===== src/hw/rtl/bhmf_pkg.sv =====
`timescale 1ns / 1ps
// ----------------------------------------------------------------------------
// bhmf_pkg
// Shared types and constants of the byte histogram mode finder.
// ----------------------------------------------------------------------------
package bhmf_pkg;

    localparam int COUNT_WIDTH = 16;
    localparam int TABLE_DEPTH = 256;
    localparam int ADDR_W      = $clog2(TABLE_DEPTH);
    localparam int SYM_W       = 8;
    localparam int OUT_CNT_W   = 16;

    typedef logic [COUNT_WIDTH-1:0] t_count;
    typedef logic [ADDR_W-1:0]      t_addr;

    localparam t_count COUNT_MAX = '1;

    typedef struct packed {
        logic [SYM_W-1:0] byte_value;
        logic             has_byte;
        logic             last_of_set;
    } t_in_item;

    typedef struct packed {
        logic [SYM_W-1:0]     mode_symbol;
        logic [OUT_CNT_W-1:0] mode_count;
        logic                 found;
    } t_out_item;

    // request to the histogram memory
    typedef struct packed {
        logic   rd_en;
        logic   wr_en;
        logic   clr_en;
        t_addr  addr;
        t_count wdata;
    } t_ram_req;

    typedef enum logic {
        OP_INC,
        OP_MAX
    } t_alu_op;

    typedef struct packed {
        logic   greater;
        t_count sum;
    } t_alu_res;

    typedef enum logic [4:0] {
        ST_IDLE  = 5'b00001,
        ST_INC   = 5'b00010,
        ST_SCAN  = 5'b00100,
        ST_DRAIN = 5'b01000,
        ST_PUSH  = 5'b10000
    } t_state;

endpackage


===== src/hw/rtl/bhmf_count_ram.sv =====
`timescale 1ns / 1ps
// ----------------------------------------------------------------------------
// bhmf_count_ram
// Histogram memory with per-entry valid bits; an invalid entry reads as zero.
// ----------------------------------------------------------------------------
module bhmf_count_ram (
    input  logic               i_clk,
    input  logic               i_rst_n,
    input  bhmf_pkg::t_ram_req i_req,
    output bhmf_pkg::t_count   o_rdata
);
    import bhmf_pkg::*;

    t_count                 r_mem [TABLE_DEPTH];
    logic [TABLE_DEPTH-1:0] r_valid;
    t_count                 r_rdata;

    always_ff @(posedge i_clk) begin
        if (i_req.wr_en) begin
            r_mem[i_req.addr] <= i_req.wdata;
        end
    end

    always_ff @(posedge i_clk) begin
        if (i_req.rd_en) begin
            r_rdata <= r_valid[i_req.addr] ? r_mem[i_req.addr] : '0;
        end
    end

    // clear on read drops the entry back to zero for the next set
    always_ff @(posedge i_clk) begin
        if (!i_rst_n) begin
            r_valid <= '0;
        end else if (i_req.wr_en) begin
            r_valid[i_req.addr] <= 1'b1;
        end else if (i_req.clr_en) begin
            r_valid[i_req.addr] <= 1'b0;
        end
    end

    assign o_rdata = r_rdata;

endmodule


===== config.mk =====
export PLATFORM = sky130hd
export DESIGN_NAME = bhmf_count_ram
export DESIGN_NICKNAME = d
export VERILOG_FILES = /design/src/hw/rtl/bhmf_pkg.sv /design/src/hw/rtl/bhmf_count_ram.sv
export SDC_FILE = /design/constraint.sdc
export NUM_CORES = 2
export LEC_CHECK = 0
export BUFFER_PORTS_ARGS = -buffer_cell sky130_fd_sc_hd__buf_4
export CORE_ASPECT_RATIO = 1.4
export CORE_UTILIZATION = 38
export DETAILED_ROUTE_END_ITERATION = 10
export GPL_ROUTABILITY_DRIVEN = 0
export PLACE_DENSITY = 0.49
export SLEW_MARGIN = 0
export SYNTH_ARGS = -nofsm -noshare
export SYNTH_HDL_FRONTEND = slang
export SYNTH_SLANG_ARGS = --single-unit
export TNS_END_PERCENT = 50

===== constraint.sdc =====
create_clock -name i_clk -period 7.8 [get_ports i_clk]
set_input_delay 0.78 -clock i_clk [delete_from_list [all_inputs] [get_ports i_clk]]
set_output_delay 0.78 -clock i_clk [all_outputs]
set_load 0.02 [all_outputs]

## Word-level counts from Yosys, hierarchy flattened

Memories as Yosys holds them, arrays and structs flattened. A register that Yosys moved wholly into a read port is not among the register bits.
Index checks and enable logic that the tools add are counted.

| word-level totals | value |
|---|---|
| bits in registers | 256 |
| bits in writable memories | 4096 |
| bits of input ports | 29 |
| memories | 1 |

Memory list:

| memory | words | width | read ports | clocked after Yosys merged registers in | write ports | line | source |
|---|---|---|---|---|---|---|---|
| r_mem | 256 | 16 | 1 | 1 | 1 | bhmf_count_ram.sv:14 | `t_count r_mem [TABLE_DEPTH];` |

| operators by class | value |
|---|---|
| magnitude comparators | 2 |
| muxes and demuxes | 8 |
| bitwise logic cells | 3 |
| reductions and logical operators | 3 |

Operator list:

| cell | count |
|---|---|
| two-way mux 256 bit | 2 |
| bitwise AND 256 bit | 1 |
| NOT 256 bit | 1 |
| OR 256 bit | 1 |
| < comparator 8 x 9 -> 1 bit, second input constant | 1 |
| binary-select mux 1 bit (select 8 bit) | 1 |
| demux 1 bit (select 8 bit) | 1 |
| >= comparator 8 x 1 -> 1 bit, second input constant | 1 |
| two-way mux 1 bit | 4 |
| nonzero test 2 bit | 1 |
| logical AND 1 bit | 1 |
| zero test 1 bit | 1 |

## Depth between registers and ports, before layout

| logic depth | value |
|---|---|
| depth in word-level cells | 8 |
| mapped depth | 11 |

## Least setup slack after synthesis

No wires, ideal clock.

| path | value |
|---|---|
| path type | input-to-reg |
| start | input port i_req[17] (netlist bit) |
| end | memory r_mem[22][0] (netlist bit), enable pin |
| library setup time | 390 ps |
| data arrival time | 3149 ps |
| setup slack | 4261 ps |
| stages | 10 |
| buffers on the path | 7 |
| cell sequence | buf_2 -> buf_4 -> buf_2 -> buf_4 -> buf_2 -> buf_2 -> nor2b_1 -> nand2_1 -> clkbuf_1 -> nor2_1 |

RTL lines:

| what | line | source |
|---|---|---|
| start: declaration | bhmf_count_ram.sv:9 | `input bhmf_pkg::t_ram_req i_req,` |
| end: declaration | bhmf_count_ram.sv:14 |  |

Straight into the memory's write port.

## Final worst setup path

| path | value |
|---|---|
| start | input port i_req[16] (netlist bit) |
| end | register r_rdata[2] (netlist: o_rdata[2]) (read register of r_mem), data pin |

| on the way | value |
|---|---|
| longest elaborated chain between the ends | 3 |

RTL lines:

| what | line | source |
|---|---|---|
| binary-select mux 1 bit (select 8 bit) | bhmf_count_ram.sv:26 | `r_rdata <= r_valid[i_req.addr] ? r_mem[i_req.addr] : '0;` |
| two-way mux 1 bit (not written as such) | bhmf_count_ram.sv:26 |  |
| zero test 1 bit (no source line) | - |  |
| end: declaration | bhmf_count_ram.sv:16 | `t_count r_rdata;` |

Parallel ways exist; a longest one is shown, timed or not. The select of a mux whose other input is x is not followed.
A chain may end at the register's enable or synchronous reset.

==> flow_summary.toml <==
[run_status]
status = "finished with violations"
violations = "capacitance limit"

[cts]
cts_root_buffer = "clkbuf_16"
cts_tree = "done"
cts.sinks = 4368
insertion_delay_ns = 1.01
ctsResizeCount = 0
clk_path_buf_depth = 4
htree_levels = 5
cts_buffers = 417
cts_hold_buffers = 0
path_clk_slew_ns = 0.06
cts_setup_buffers = 0

[sta]
finalSetupViolCount = 0
worst_slew_pin_slew_ns = 1.44
min_period_ns = 4.81
hold-worst-slack_ns = 0.223
slew_headroom_pct = 2.62
fmax_mhz = 208
hold_viol = 0
clock_skew_ns = 0.0485
fin_tns_setup_ns = 0
final.period_utilization_pct = 61.7
rsz0062_at_grt = "no"
slew_violations = 0

[pwr]
peakVddDrop_v = 0.000195
switchingPower_w = 0.0105
switching_share_pct = 21.6
p_comb_share_pct = 4.6
p_int_w = 0.0381
power.leakage_nw = 58.7
p_per_area_nw_per_um2 = 255
p_seq_share_pct = 52.8
clkPwrFrac_pct = 42.6

[global_routing]
antenna_found_initial = 31
grtUsageTotal_pct = 22.2
grt_pass1_wl_um = 687000
grt_overflow_total = 0
grt_max_degree = 178
grt_pass1_vias = 85700

[floorplanning]
pin_count = 45
die-height_um = 787
dieArea_um2 = 442000
start_util_pct = 38.2
rows = 287
die_w_um = 562
core_um2 = 437000

[synth]
async_flop_share_pct = 0
syn_inst = 7716
ys_types = 23
post_synth.cell_area_avg_um2 = 21.6
ys.warnings.count = 0
synth.cell_area_um2 = 167000
synth_seq_cells = 4368
ys.flop_type = "edfxtp_1"
seq_area_frac_synth_pct = 77.0
syn-num-nets = 7745
synth_edf_count = 4112

[drt]
drc = 0
vias_per_cell = 5.79
dr.pass1.iters = 6
drtIter0Drc = 8300
wl_um = 494000
num_vias = 82400
wl_per_cell_um = 34.7
ant_nets = 0

[placed_design]
dpl.hpwl_um = 282000
port_buffers = 44
postPlaceCellArea_um2 = 177000

[finish]
design_area_um2 = 191000
synthToLayoutAreaGrowth_pct = 14.1
utilization_pct = 43.6
nets = 8104
layout_commonest_cell = "edfxtp_1"
fillers = 37200
drive_gt1_share_pct = 26.9
layout_common_cells = "edfxtp_1 (4,112), mux4_2 (1,088), a22oi_1 (544)"

[critical_path]
end_kind = "register"
critPathMaxFanout = 72
start_kind = "input pin"
critPathKind = "in2reg"
critPathArrivalTime_ns = 5.47
crit_start = "i_req[16]"
worstPathRequired_ns = 8.46

[flow_run]
cap_violations = 1

[min_path]
hp-start = "i_req[8]"
hold_path_class = "in2reg"
## logic make-up (layout without fill, tap and decap cells)
| group | after synthesis | in the layout | synth area share, % |
|---|---|---|---|
| AND/OR/NAND/NOR | 324 | 324 | 0.779 |
| other | 0 | 12 | 0 |
| flip-flops | 4368 | 4368 | 77.0 |
| multiplexers | 1088 | 1088 | 14.7 |
| buffers and inverters | 524 | 1243 | 1.49 |
| AO/OA/AOI/OAI | 1412 | 1412 | 6.07 |
## per-layer routing
layer / vias up / global-route usage, % / routed length, um
li1: 33500 / - / -
met1: 45300 / 28.8 / 197000
met2: 2832 / 38.1 / 250000
met3: 701 / 3.35 / 28900
met4: 8 / 7.45 / 17900
met5: - / 0 / 47
## power by group through the flow
stage / sequential, W / clock, W / combinational [W]
CTS: 0.0257 / 0.0212 / 0.00229
finish: 0.0257 / 0.0207 / 0.00224
global route: 0.0257 / 0.0220 / 0.00236
detailed placement: 0.0262 / 0 / 0.00229
global placement: 0.0262 / 0 / 0.00225
floorplan: 0.0262 / 0 / 0.00113
## flip-flops by register name (all words and copies together) (netlist names), named ones only
| register | count |
|---|---|
| r_mem | 4096 |
| o_rdata | 16 |
## synthesized netlist by cell type, types with 41 or more instances
master / n / share of area, %
buf_6: 41 / 0.28
mux4_2: 1088 / 15
nor2_1: 260 / 0.58
dfxtp_1: 256 / 3.1
edfxtp_1: 4112 / 74
buf_1: 64 / 0.14
a21oi_1: 272 / 0.81
o21a_1: 512 / 2.3
a22oi_1: 544 / 2.4
clkbuf_1: 297 / 0.67
o41ai_1: 52 / 0.27
buf_2: 98 / 0.29
## layout make-up
type / count / area (um^2) / share of cell area, %
antenna: 12 / 30.0 / 0.0158
clock buffer: 551 / 11400 / 5.98
clock inverter: 228 / 2450 / 1.28
multi-input combinational: 2824 / 36700 / 19.3
sequential: 4368 / 129000 / 67.5
tap: 5780 / 7230 / 3.80
timing repair buffer: 464 / 4100 / 2.15
## final timing paths
path              slack [ns]  depth (start not counted)       endpoint
setup / recovery        2.99                          8     o_rdata[2]
hold / removal          0.22                          1  r_mem[231][8]
setup reg to reg        3.91                          6    o_rdata[14]
hold reg to reg         0.56                          2       register
## worst max-delay path, cell delays in order
cell and delay, ns:
buf_16 0.44, buf_12 0.57, buf_4 0.73, mux4_2 0.59
a22oi_1 0.24, a21oi_1 0.24, o41ai_2 1.29, a41oi_1 0.27
## metrics by stage
step	instances	power, W	setup WS (ns)
floorplan	7716	0.0273	4.26
global placement	13400	0.0284	1.48
detailed placement	13400	0.0285	1.90
CTS	14200	0.0491	3.00
global route	14200	0.0500	2.78
finish	14200	0.0486	2.99
Note: power is estimated with default switching activity, not from simulation.
