## src/hw/rtl/bhmf_pkg.sv

```systemverilog
`timescale 1ns / 1ps
// ----------------------------------------------------------------------------
// bhmf_pkg
// Shared types and constants of the byte histogram mode finder.
// ----------------------------------------------------------------------------
package bhmf_pkg;

    localparam int COUNT_WIDTH = 16;
    localparam int TABLE_DEPTH = 256;
    localparam int ADDR_W      = $clog2(TABLE_DEPTH);
    localparam int SYM_W       = 8;
    localparam int OUT_CNT_W   = 16;

    typedef logic [COUNT_WIDTH-1:0] t_count;
    typedef logic [ADDR_W-1:0]      t_addr;

    localparam t_count COUNT_MAX = '1;

    typedef struct packed {
        logic [SYM_W-1:0] byte_value;
        logic             has_byte;
        logic             last_of_set;
    } t_in_item;

    typedef struct packed {
        logic [SYM_W-1:0]     mode_symbol;
        logic [OUT_CNT_W-1:0] mode_count;
        logic                 found;
    } t_out_item;

    // request to the histogram memory
    typedef struct packed {
        logic   rd_en;
        logic   wr_en;
        logic   clr_en;
        t_addr  addr;
        t_count wdata;
    } t_ram_req;

    typedef enum logic {
        OP_INC,
        OP_MAX
    } t_alu_op;

    typedef struct packed {
        logic   greater;
        t_count sum;
    } t_alu_res;

    typedef enum logic [4:0] {
        ST_IDLE  = 5'b00001,
        ST_INC   = 5'b00010,
        ST_SCAN  = 5'b00100,
        ST_DRAIN = 5'b01000,
        ST_PUSH  = 5'b10000
    } t_state;

endpackage

```

## src/hw/rtl/bhmf_alu.sv

```systemverilog
`timescale 1ns / 1ps
// ----------------------------------------------------------------------------
// bhmf_alu
// Shared counter unit: saturating increment or greater-than compare.
// ----------------------------------------------------------------------------
module bhmf_alu (
    input  bhmf_pkg::t_alu_op  i_op,
    input  bhmf_pkg::t_count   i_a,
    input  bhmf_pkg::t_count   i_b,
    output bhmf_pkg::t_alu_res o_res
);
    import bhmf_pkg::*;

    always_comb begin
        unique case (i_op)
            OP_INC: begin
                o_res.greater = 1'b0;
                o_res.sum     = (i_a == COUNT_MAX) ? i_a : i_a + t_count'(1);
            end
            OP_MAX: begin
                o_res.greater = (i_a > i_b);
                o_res.sum     = i_a;
            end
            default: begin
                o_res.greater = 1'b0;
                o_res.sum     = i_a;
            end
        endcase
    end

endmodule
```

## config.mk

```make
export PLATFORM = sky130hd
export DESIGN_NAME = bhmf_alu
export DESIGN_NICKNAME = d
export VERILOG_FILES = /design/src/hw/rtl/bhmf_pkg.sv /design/src/hw/rtl/bhmf_alu.sv
export SDC_FILE = /design/constraint.sdc
export NUM_CORES = 1
export LEC_CHECK = 0
export BUFFER_PORTS_ARGS = -buffer_cell sky130_fd_sc_hd__buf_2
export CORE_MARGIN = 10
export CORE_UTILIZATION = 45
export DETAILED_ROUTE_END_ITERATION = 8
export PLACE_DENSITY = 0.85
export REMOVE_ABC_BUFFERS = 1
export SLEW_MARGIN = 10
export SYNTH_ARGS = -nofsm -noshare
export SYNTH_HDL_FRONTEND = slang
export SYNTH_SLANG_ARGS = --single-unit
export TNS_END_PERCENT = 5
```

## constraint.sdc

```tcl
create_clock -name vclk -period 1.7
set_clock_uncertainty 0.2 [all_clocks]
set_input_delay 0.085 -clock vclk [all_inputs]
set_output_delay 0.085 -clock vclk [all_outputs]
set_load 0.02 [all_outputs]
```

# Yosys cells after proc, flatten, opt, wreduce, memory -nomap -nowiden
# Index checks and enable logic that the tools add are counted.
# W data, S select, Z words.
# word_totals
regBits,0
latchBits,0
ram_bits,0
romBits,0
in_bits,33
output_inout_bits,17
elab_cells,6
memories,0
# classes
addsub,1
multipliers,0
n_div,0
order_cmp,1
n_eq_ne,1
shift,0
muxes,2
bitwise,1
reduce_logical,0
# ops
op,n
$pmux W17 S2,1
$add A16 B1 Y16 const B,1
$eq A16 B16 Y1 const B,1
$gt A16 B16 Y1,1
$mux W16,1
$not A1 Y1,1

# Longest topological paths before layout
# Gate-level depths: netlist (run 1).
# depth
depth_word,3
depth_mapped,7
ltp_nobuf,7

# Worst setup path after synthesis (run 1)
# OpenSTA, ideal clock, no wires.
# synth_path
kind,input -> output
from,in i_a[0]
to,out o_res[10] in the netlist's numbering
t_arrival_ns,1.448
t_required_ns,1.415
slack_ns,-0.033
path_stages,6
path_buffers,0
path_cell_list,ha_1 -> nand2_1 -> nor4_2 -> a21oi_1 -> nor3b_1 -> xor2_1
# synth_rtl
element,line_no,text
start: declaration,bhmf_alu.sv:8,"input bhmf_pkg::t_count i_a,"
end: declaration,bhmf_alu.sv:10,output bhmf_pkg::t_alu_res o_res

==> results of run 1 <==
[power by group through the flow]
stage | registers [mW] | logic, mW | clock network, mW
floorplan | 0 | 0.141 | 0
global placement | 0 | 0.265 | 0
detailed placement | 0 | 0.277 | 0
CTS | 0 | 0.281 | 0
global route | 0 | 0.342 | 0
finish | 0 | 0.310 | 0
[repair_timing]
item,CTS,global route
endpoints found under the setup margin,11,16
resized for setup,3,24
buffers inserted,0,1
endpoints found under the hold margin,0,0
pin swaps,0,5
[synth_stat cells (2+ instances only)]
cell     instances  share of area [%]
nor3b_1          2                1.9
a21o_1           3                2.9
ha_1            17                 28
inv_1           17                8.3
nand4_1          6                4.9
mux2_2           2                2.9
nor2_1           2               0.97
nor3_1           2                1.3
and4_1           2                2.3
nand2_1         12                5.8
o21ai_0          2                1.3
xnor2_1         10                 11
a21oi_1          7                4.5
nand3_1          8                5.2
[routing by layer]
layer,track usage (%),share of wire [%]
met4,2.229,0
met3,2.263,6.5
met1,15.78,42
met2,29.88,51
met5,0,0
[worst max path at each step]
stage                  from         to  slack [ns]  cells after the start
floorplan            i_a[0]  o_res[10]       -0.03                      6
global placement     i_a[5]  o_res[16]       -0.08                      7
detailed placement   i_a[0]   o_res[5]       -0.13                      8
CTS                  i_a[5]  o_res[16]        -0.1                      7
global route        i_a[10]  o_res[15]       -0.12                      7
finish               i_b[5]  o_res[16]       -0.04                      8
[cells in the final DEF, fill, tap and decap left out, types with 2 or more instances in the layout]
cell | Yosys | final
xnor2_1 | 10 | 10
mux2_2 | 2 | 2
a21o_1 | 3 | 3
ha_1 | 17 | 14
o21ai_0 | 2 | 2
buf_2 | 0 | 42
nand4_1 | 6 | 6
nand3_1 | 8 | 8
inv_1 | 17 | 17
buf_6 | 0 | 2
nand2_1 | 12 | 10
buf_4 | 0 | 22
ha_4 | 0 | 3
and4_1 | 2 | 2
a21oi_1 | 7 | 6
[final cells by class]
type	instances	area (sq um)	share of cell area, %
repair buffers	67	412.9	32.10
well taps	16	20.02	1.556
multi-input cells	91	789.5	61.38
inverters	17	63.81	4.961
[kinds of logic (layout without fill, tap and decap cells)]
| family | Yosys count | count (layout) | synth area share, % |
|---|---|---|---|
| and+or+nand+nor | 42 | 42 | 31.82 |
| AOI/OAI and AO/OA | 18 | 18 | 14.94 |
| adders and majority gates | 17 | 17 | 27.60 |
| buffers and inverters | 17 | 84 | 8.279 |
| xor gates and xnor gates | 11 | 11 | 12.50 |
| muxes | 3 | 3 | 4.869 |
[critical path, cell delays in order]
cell and delay, ns:
buf_2 0.11, inv_1 0.08, ha_4 0.21, a21o_1 0.15, a221o_1 0.33, a221oi_2 0.24
a21oi_1 0.09, buf_4 0.16
==> flow_metrics.tcl, run 1 <==
set metrics [dict create \
    place_congestion 0.8255 \
    first_iter_violations 28 \
    start_util_pct 49.44 \
    synthToLayoutAreaGrowth_pct 66.88 \
    port_buffers 50 \
    tns_ns -0.06316 \
    synth.distinct_cells 30 \
    cts_hold_buf 0 \
    power_frac_seq_pct 0 \
    finalPower_uw 310.5 \
    power.density_nw_per_um2 241.4 \
    via_count 1037 \
    fin_crit_sh_pct 102.5 \
    coreArea_sq_um 1559 \
    p_sw_uw 163.1 \
    nClkBuffers 0 \
    switching_share_pct 52.55 \
    final_cell_area_sq_um 1286 \
    stdcell_count 191 \
    p_int_uw 147.3 \
    dp_hpwl_um 2493 \
    relSlewSlack_pct 80.44 \
    firstDrtPassIters 4 \
    finalWorstSetupSlack_ns -0.04252 \
    postPlaceCellArea_sq_um 1161 \
    p_comb_share_pct 100.0 \
    setup_viol 2 \
    n_sequential_cell 0 \
    wl_um 2933 \
    grt_pass1_wl_um 4581 \
    peakVddDrop_mv 0.1631 \
    avgSynthCellArea_sq_um 7.136 \
    overflow 0 \
    hold_viol 0 \
    avgViaCountPerCell 5.429 \
    wl_per_cell_um 15.36 \
    rsz0062_at_grt "yes" \
    critPathRequiredTime_ns 1.41 \
    ant_nets 0 \
    min_path_cells 3 \
    fin_crit_ns 1.743 \
    antenna_found_initial 0 \
    slew_viol_final 0 \
    grtUsageTotal_pct 14.79 \
    hold-path-endpoint "o_res[10]" \
    yosysSeqAreaShare_pct 0 \
    pin_count 50 \
    drive_gt1_share_pct 48.57 \
    p_clk_share_pct 0 \
    netlist_area_sq_um 770.7 \
    die_y_um 61.39 \
    synth_cells 108 \
    timing.hold.ws_ns 0.3151 \
    num_rows 14 \
    crit_fanout 2 \
    worst_ep_arrival_time_ns 1.46 \
    setup.worst_path.start_class "input pin" \
    violations "setup timing" \
    place_ws_ns -0.1306 \
    maxCapViolations 0 \
    dieArea_sq_um 3768 \
    hp-class "in -> out" \
    die_x_um 61.39 \
    grt_pass1_vias 1135 \
    yosys_warnings 0 \
    place_inst 190 \
    worst_slew_pin_slew_ns 0.2912 \
    fmax_mhz 573.9 \
    status "finished with violations" \
    p_leak_nw 0.6971 \
    postLayoutCoreUtil_pct 82.50 \
    route.detailed.drc 0 \
    regArea_sq_um 0 \
    critical_path_class "in -> out" \
    antenna_cells 0 \
    nets 227 \
    cp-end-kind "primary output" \
    hold_path_startpoint "i_a[10]" \
    fillers 94 \
    grt_max_degree 7 \
]
Power figures use the tool's default switching activity.
==> inputs of run 2 (changes only) <==
--- a/config.mk
+++ b/config.mk
@@ -5,11 +5,12 @@
 export SDC_FILE = /design/constraint.sdc
 export NUM_CORES = 1
 export LEC_CHECK = 0
+export ABC_AREA = 1
 export BUFFER_PORTS_ARGS = -buffer_cell sky130_fd_sc_hd__buf_2
-export CORE_MARGIN = 10
-export CORE_UTILIZATION = 45
+export CORE_MARGIN = 2
+export CORE_UTILIZATION = 49
 export DETAILED_ROUTE_END_ITERATION = 8
-export PLACE_DENSITY = 0.85
+export PLACE_DENSITY = 0.84
 export REMOVE_ABC_BUFFERS = 1
 export SLEW_MARGIN = 10
 export SYNTH_ARGS = -nofsm -noshare
==> flow_metrics.tcl, run 2 <==
set metrics [dict create \
    first_iter_violations 18 \
    worst_slew_pin_slew_ns 0.2980 \
    via_count 1272 \
    synth_top_family_by_area "simple AND/OR/NAND/NOR gates" \
    relSlewSlack_pct 80.06 \
    cts_hold_buf 0 \
    p_int_uw 124.6 \
    stdcell_count 269 \
    num_rows 16 \
    setup_viol 0 \
    avgSynthCellArea_sq_um 5.428 \
    slew_viol_final 0 \
    firstDrtPassIters 4 \
    start_util_pct 52.30 \
    fmax_mhz 619.6 \
    coreArea_sq_um 1962 \
    critical_path_class "in -> out" \
    grt_pass1_wl_um 4457 \
    p_comb_share_pct 100.0 \
    max_stage_delay_ns 0.25 \
    synth_top_area_share_pct 22.68 \
    synth_common_cells "nand2_1 (62), inv_1 (33), ha_1 (17)" \
    wl_um 2593 \
    antenna_found_initial 0 \
    dp_hpwl_um 2243 \
    place_inst 269 \
    drive_gt1_share_pct 29.34 \
    synth_compound_area_share_pct 9.512 \
    grt_max_degree 12 \
    cp-end-kind "primary output" \
    yosys_warnings 0 \
    finalWorstSetupSlack_ns 0.08602 \
    hold_path_startpoint "i_a[10]" \
    regArea_sq_um 0 \
    fin_crit_sh_pct 94.94 \
    synthXorXnorAreaFrac_pct 6.829 \
    final_cell_mix "nand2_1 (62), buf_2 (48), inv_1 (33)" \
    hold-path-endpoint "o_res[10]" \
    yosysMostFrequentCell "nand2_1" \
    synthToLayoutAreaGrowth_pct 32.68 \
    p_leak_nw 0.8396 \
    synthMuxAreaShare_pct 0 \
    status "complete, no violations" \
    nClkBuffers 0 \
    nets 294 \
    place_congestion 0.8238 \
    pin_count 50 \
    worst_ep_arrival_time_ns 1.33 \
    route.detailed.drc 0 \
    setup.worst_path.start_class "input pin" \
    min_path_cells 3 \
    path_common_cell "nand2_1" \
    yosysTopAreaCell "nand2_1" \
    dieArea_sq_um 2476 \
    netlist_area_sq_um 1026 \
    avgViaCountPerCell 4.729 \
    finalPower_uw 309.8 \
    grt_pass1_vias 1134 \
    critPathRequiredTime_ns 1.41 \
    synth.area.top_cells "nand2_1 (23%), ha_1 (21%), inv_1 (12%)" \
    cts_resized 0 \
    overflow 0 \
    slowest_stage "nor2_2" \
    power.density_nw_per_um2 227.6 \
    synthAdderAreaFrac_pct 20.73 \
    final_cell_area_sq_um 1361 \
    antenna_cells 0 \
    die_x_um 49.76 \
    postPlaceCellArea_sq_um 1339 \
    wl_per_cell_um 9.639 \
    place_ws_ns 0.09949 \
    hold_viol 0 \
    cts_setup_buffers 0 \
    crit_chain "clkbuf_4 > ha_4 > nand2_1 > nor2_1 > nand2_2 > nor2_2 > o21ai_0 > nand2_1 > buf_2" \
    mostFrequentLayoutCell "nand2_1" \
    crit_fanout 6 \
    peakVddDrop_mv 0.1575 \
    p_clk_share_pct 0 \
    grtUsageTotal_pct 21.53 \
    p_sw_uw 185.2 \
    fin_crit_ns 1.614 \
    synthSimpleGateAreaFrac_pct 49.15 \
    ant_nets 0 \
    tns_ns 0 \
    n_sequential_cell 0 \
    yosysSeqAreaShare_pct 0 \
    maxCapViolations 0 \
    power_frac_seq_pct 0 \
    port_buffers 50 \
    switching_share_pct 59.79 \
    hp-class "in -> out" \
    die_y_um 49.76 \
    synth_cells 189 \
    synth.distinct_cells 25 \
]
run 2: worst max path at each step:
stage                 from  endpoint  slack (ns)
floorplan           i_a[0]  o_res[0]        0.30
global placement    i_a[1]  o_res[0]        0.12
detailed placement  i_a[1]  o_res[0]         0.1
CTS                 i_a[1]  o_res[0]        0.09
global route        i_a[1]  o_res[2]       -0.05
finish              i_a[1]  o_res[2]        0.09
run 2: power groups by stage:
stage	clock (mW)	combinational, mW	sequential (mW)
2_1_floorplan	0	0.182	0
3_3_place_gp	0	0.298	0
3_5_place_dp	0	0.304	0
4_1_cts	0	0.305	0
5_1_grt	0	0.352	0
6_report	0	0.310	0
run 2: kinds of logic (layout without fill, tap and decap cells):
| family | Yosys count | in the layout |
|---|---|---|
| AND/OR/NAND/NOR | 108 | 108 |
| adder cells (fa/ha/maj) | 17 | 17 |
| XOR/XNOR | 8 | 8 |
| AO/OA/AOI/OAI | 19 | 19 |
| buffers and inverters | 37 | 90 |
run 2: area by class of cell:
cell class / instances / area, sq um
fillers: 226 / 600.6
inverters: 35 / 132.6
multi-input cells: 152 / 902.1
well taps: 27 / 33.78
repair buffers: 55 / 292.8
run 2: metal layers:
| metal | routed length [um] | share of wire, % | vias to the layer above | global-route usage [%] |
|---|---|---|---|---|
| met1 | 1260 | 49 | 540 | 30.22 |
| met2 | 1240 | 48 | 30 | 39.11 |
| met3 | 92 | 3.5 | 0 | 0 |
| met4 | 0 | 0 | 0 | 0 |
| met5 | 0 | 0 | - | 0 |
| li1 | - | - | 702 | - |
run 2: metrics by stage:
stage          util (%)  hold slack [ns]
3_3_place_gp      68.24           0.3180
2_1_floorplan         -           0.1124
5_1_grt           69.39           0.3410
4_1_cts           68.24           0.3258
6_report          69.39           0.3220
3_5_place_dp      68.24           0.3241
run 2: critical path: cells and delay by family:
kind	cells	cell delay (ns)
buffers and inverters	2	0.31
AOI/OAI and AO/OA	1	0.14
and+or+nand+nor	5	0.66
adders and majority gates	1	0.14
==> inputs of run 3 (changes only) <==
--- a/config.mk
+++ b/config.mk
@@ -8,9 +8,9 @@
 export ABC_AREA = 1
 export BUFFER_PORTS_ARGS = -buffer_cell sky130_fd_sc_hd__buf_2
 export CORE_MARGIN = 2
-export CORE_UTILIZATION = 49
+export CORE_UTILIZATION = 40
 export DETAILED_ROUTE_END_ITERATION = 8
-export PLACE_DENSITY = 0.84
+export PLACE_DENSITY = 0.71
 export REMOVE_ABC_BUFFERS = 1
 export SLEW_MARGIN = 10
 export SYNTH_ARGS = -nofsm -noshare
==> flow_metrics.tcl, run 3 (synthesis results as in run 2) <==
set metrics [dict create \
    status "complete, no violations" \
    start_util_pct 41.79 \
    worst_slew_pin_slew_ns 0.2913 \
    synthToLayoutAreaGrowth_pct 31.58 \
    postLayoutCoreUtil_pct 54.99 \
    firstDrtPassIters 4 \
    nClkBuffers 0 \
    num_rows 18 \
    route.detailed.drc 0 \
    grtUsageTotal_pct 17.45 \
    final_cell_mix "nand2_1 (62), buf_2 (48), inv_1 (33)" \
    postPlaceCellArea_sq_um 1328 \
    final_cell_area_sq_um 1350 \
    fin_crit_ns 1.568 \
    cp_top_family "simple AND/OR/NAND/NOR gates" \
    crit_path_start "i_a[0]" \
    max_stage_delay_ns 0.24 \
    wl_per_cell_um 9.367 \
    place_congestion 0.7986 \
    via_count 1277 \
    power.density_nw_per_um2 226.0 \
    n_sequential_cell 0 \
    gr-max-usage-layer "met2" \
    use_met3_pct 0.2732 \
    critical_path_class "in -> out" \
    dp_hpwl_um 2212 \
    overflow 0 \
    antenna_cells 0 \
    met1_usage_pct 25.89 \
    dieArea_sq_um 2986 \
    grt_max_degree 12 \
    cp-end-kind "primary output" \
    ant_nets 0 \
    met2_usage_pct 29.56 \
    pin_count 50 \
    grt_pass1_vias 1016 \
    critPathRequiredTime_ns 1.41 \
    port_buffers 50 \
    die_x_um 54.65 \
    cp_num_buf_inv 2 \
    worst_ep_arrival_time_ns 1.28 \
    peakVddDrop_mv 0.1490 \
    cts_setup_buffers 0 \
    finalWorstSetupSlack_ns 0.1320 \
    antenna_found_initial 0 \
    crit_fanout 6 \
    maxCapViolations 0 \
    relSlewSlack_pct 80.51 \
    grt_pass1_wl_um 4057 \
    avgViaCountPerCell 4.730 \
    slowest_stage "nor2_2" \
    die_y_um 54.65 \
    fmax_mhz 637.7 \
    drive_gt1_share_pct 28.75 \
    p_leak_nw 0.8296 \
    coreArea_sq_um 2455 \
    wl_um 2529 \
    setup_viol 0 \
    place_inst 270 \
    hp-class "in -> out" \
    rsz0062_at_grt "no" \
    endpoint "o_res[3]" \
    first_iter_violations 23 \
    crit_chain "buf_2 > ha_4 > nand2_1 > nor2_1 > nand2_2 > nor2_2 > o21ai_0 > nand2_1 > buf_2" \
    regArea_sq_um 0 \
    slew_viol_final 0 \
    mostFrequentLayoutCell "nand2_1" \
    tns_ns 0 \
    cp.depth 9 \
    hold_viol 0 \
    nets 292 \
    stdcell_count 270 \
    place_ws_ns 0.1049 \
    fin_crit_sh_pct 92.24 \
    setup.worst_path.start_class "input pin" \
]
run 3: final cells by class:
class | instances | area, sq um
Tap cell | 30 | 37.54
Fill cell | 268 | 1105
Multi-Input combinational cell | 152 | 902.1
Inverter | 35 | 132.6
Timing Repair Buffer | 53 | 277.8
run 3: how the worst min path moves through the flow:
stage	end	start	slack, ns	cells after the start
global route	o_res[10]	i_a[10]	0.35	3
global placement	o_res[10]	i_a[10]	0.32	3
floorplan	o_res[10]	i_a[10]	0.11	1
finish	o_res[10]	i_a[10]	0.32	3
detailed placement	o_res[10]	i_a[10]	0.32	3
CTS	o_res[10]	i_a[10]	0.32	3
run 3: routing by layer:
metal | part of all wire [%] | wire, um
met1 | 51 | 1290
met2 | 45 | 1132
met3 | 4.2 | 107
met4 | 0 | 0
met5 | 0 | 0
run 3: report_power, final:
group          leakage [nW]  internal [mW]  total, mW  switching, mW
Clock                     0              0          0              0
Combinational         0.830          0.122      0.305          0.183
Sequential                0              0          0              0
run 3: repair_timing:
item / CTS / global route
endpoints found under the setup margin: 0 / 8
resized for setup: 0 / 5
hold buffers: 0 / 0
run 3: metrics by stage:
| stage | hold WS, ns | power [mW] |
|---|---|---|
| after floorplan | 0.1124 | 0.1819 |
| after global placement | 0.3214 | 0.2992 |
| after detailed placement | 0.3205 | 0.3010 |
| after CTS | 0.3209 | 0.3024 |
| after global routing | 0.3475 | 0.3480 |
| final | 0.3160 | 0.3051 |
run 3: tightest hold or removal path: stages:
cell	delay (ns)
buf_2	0.13
xnor2_1	0.07
buf_2	0.15
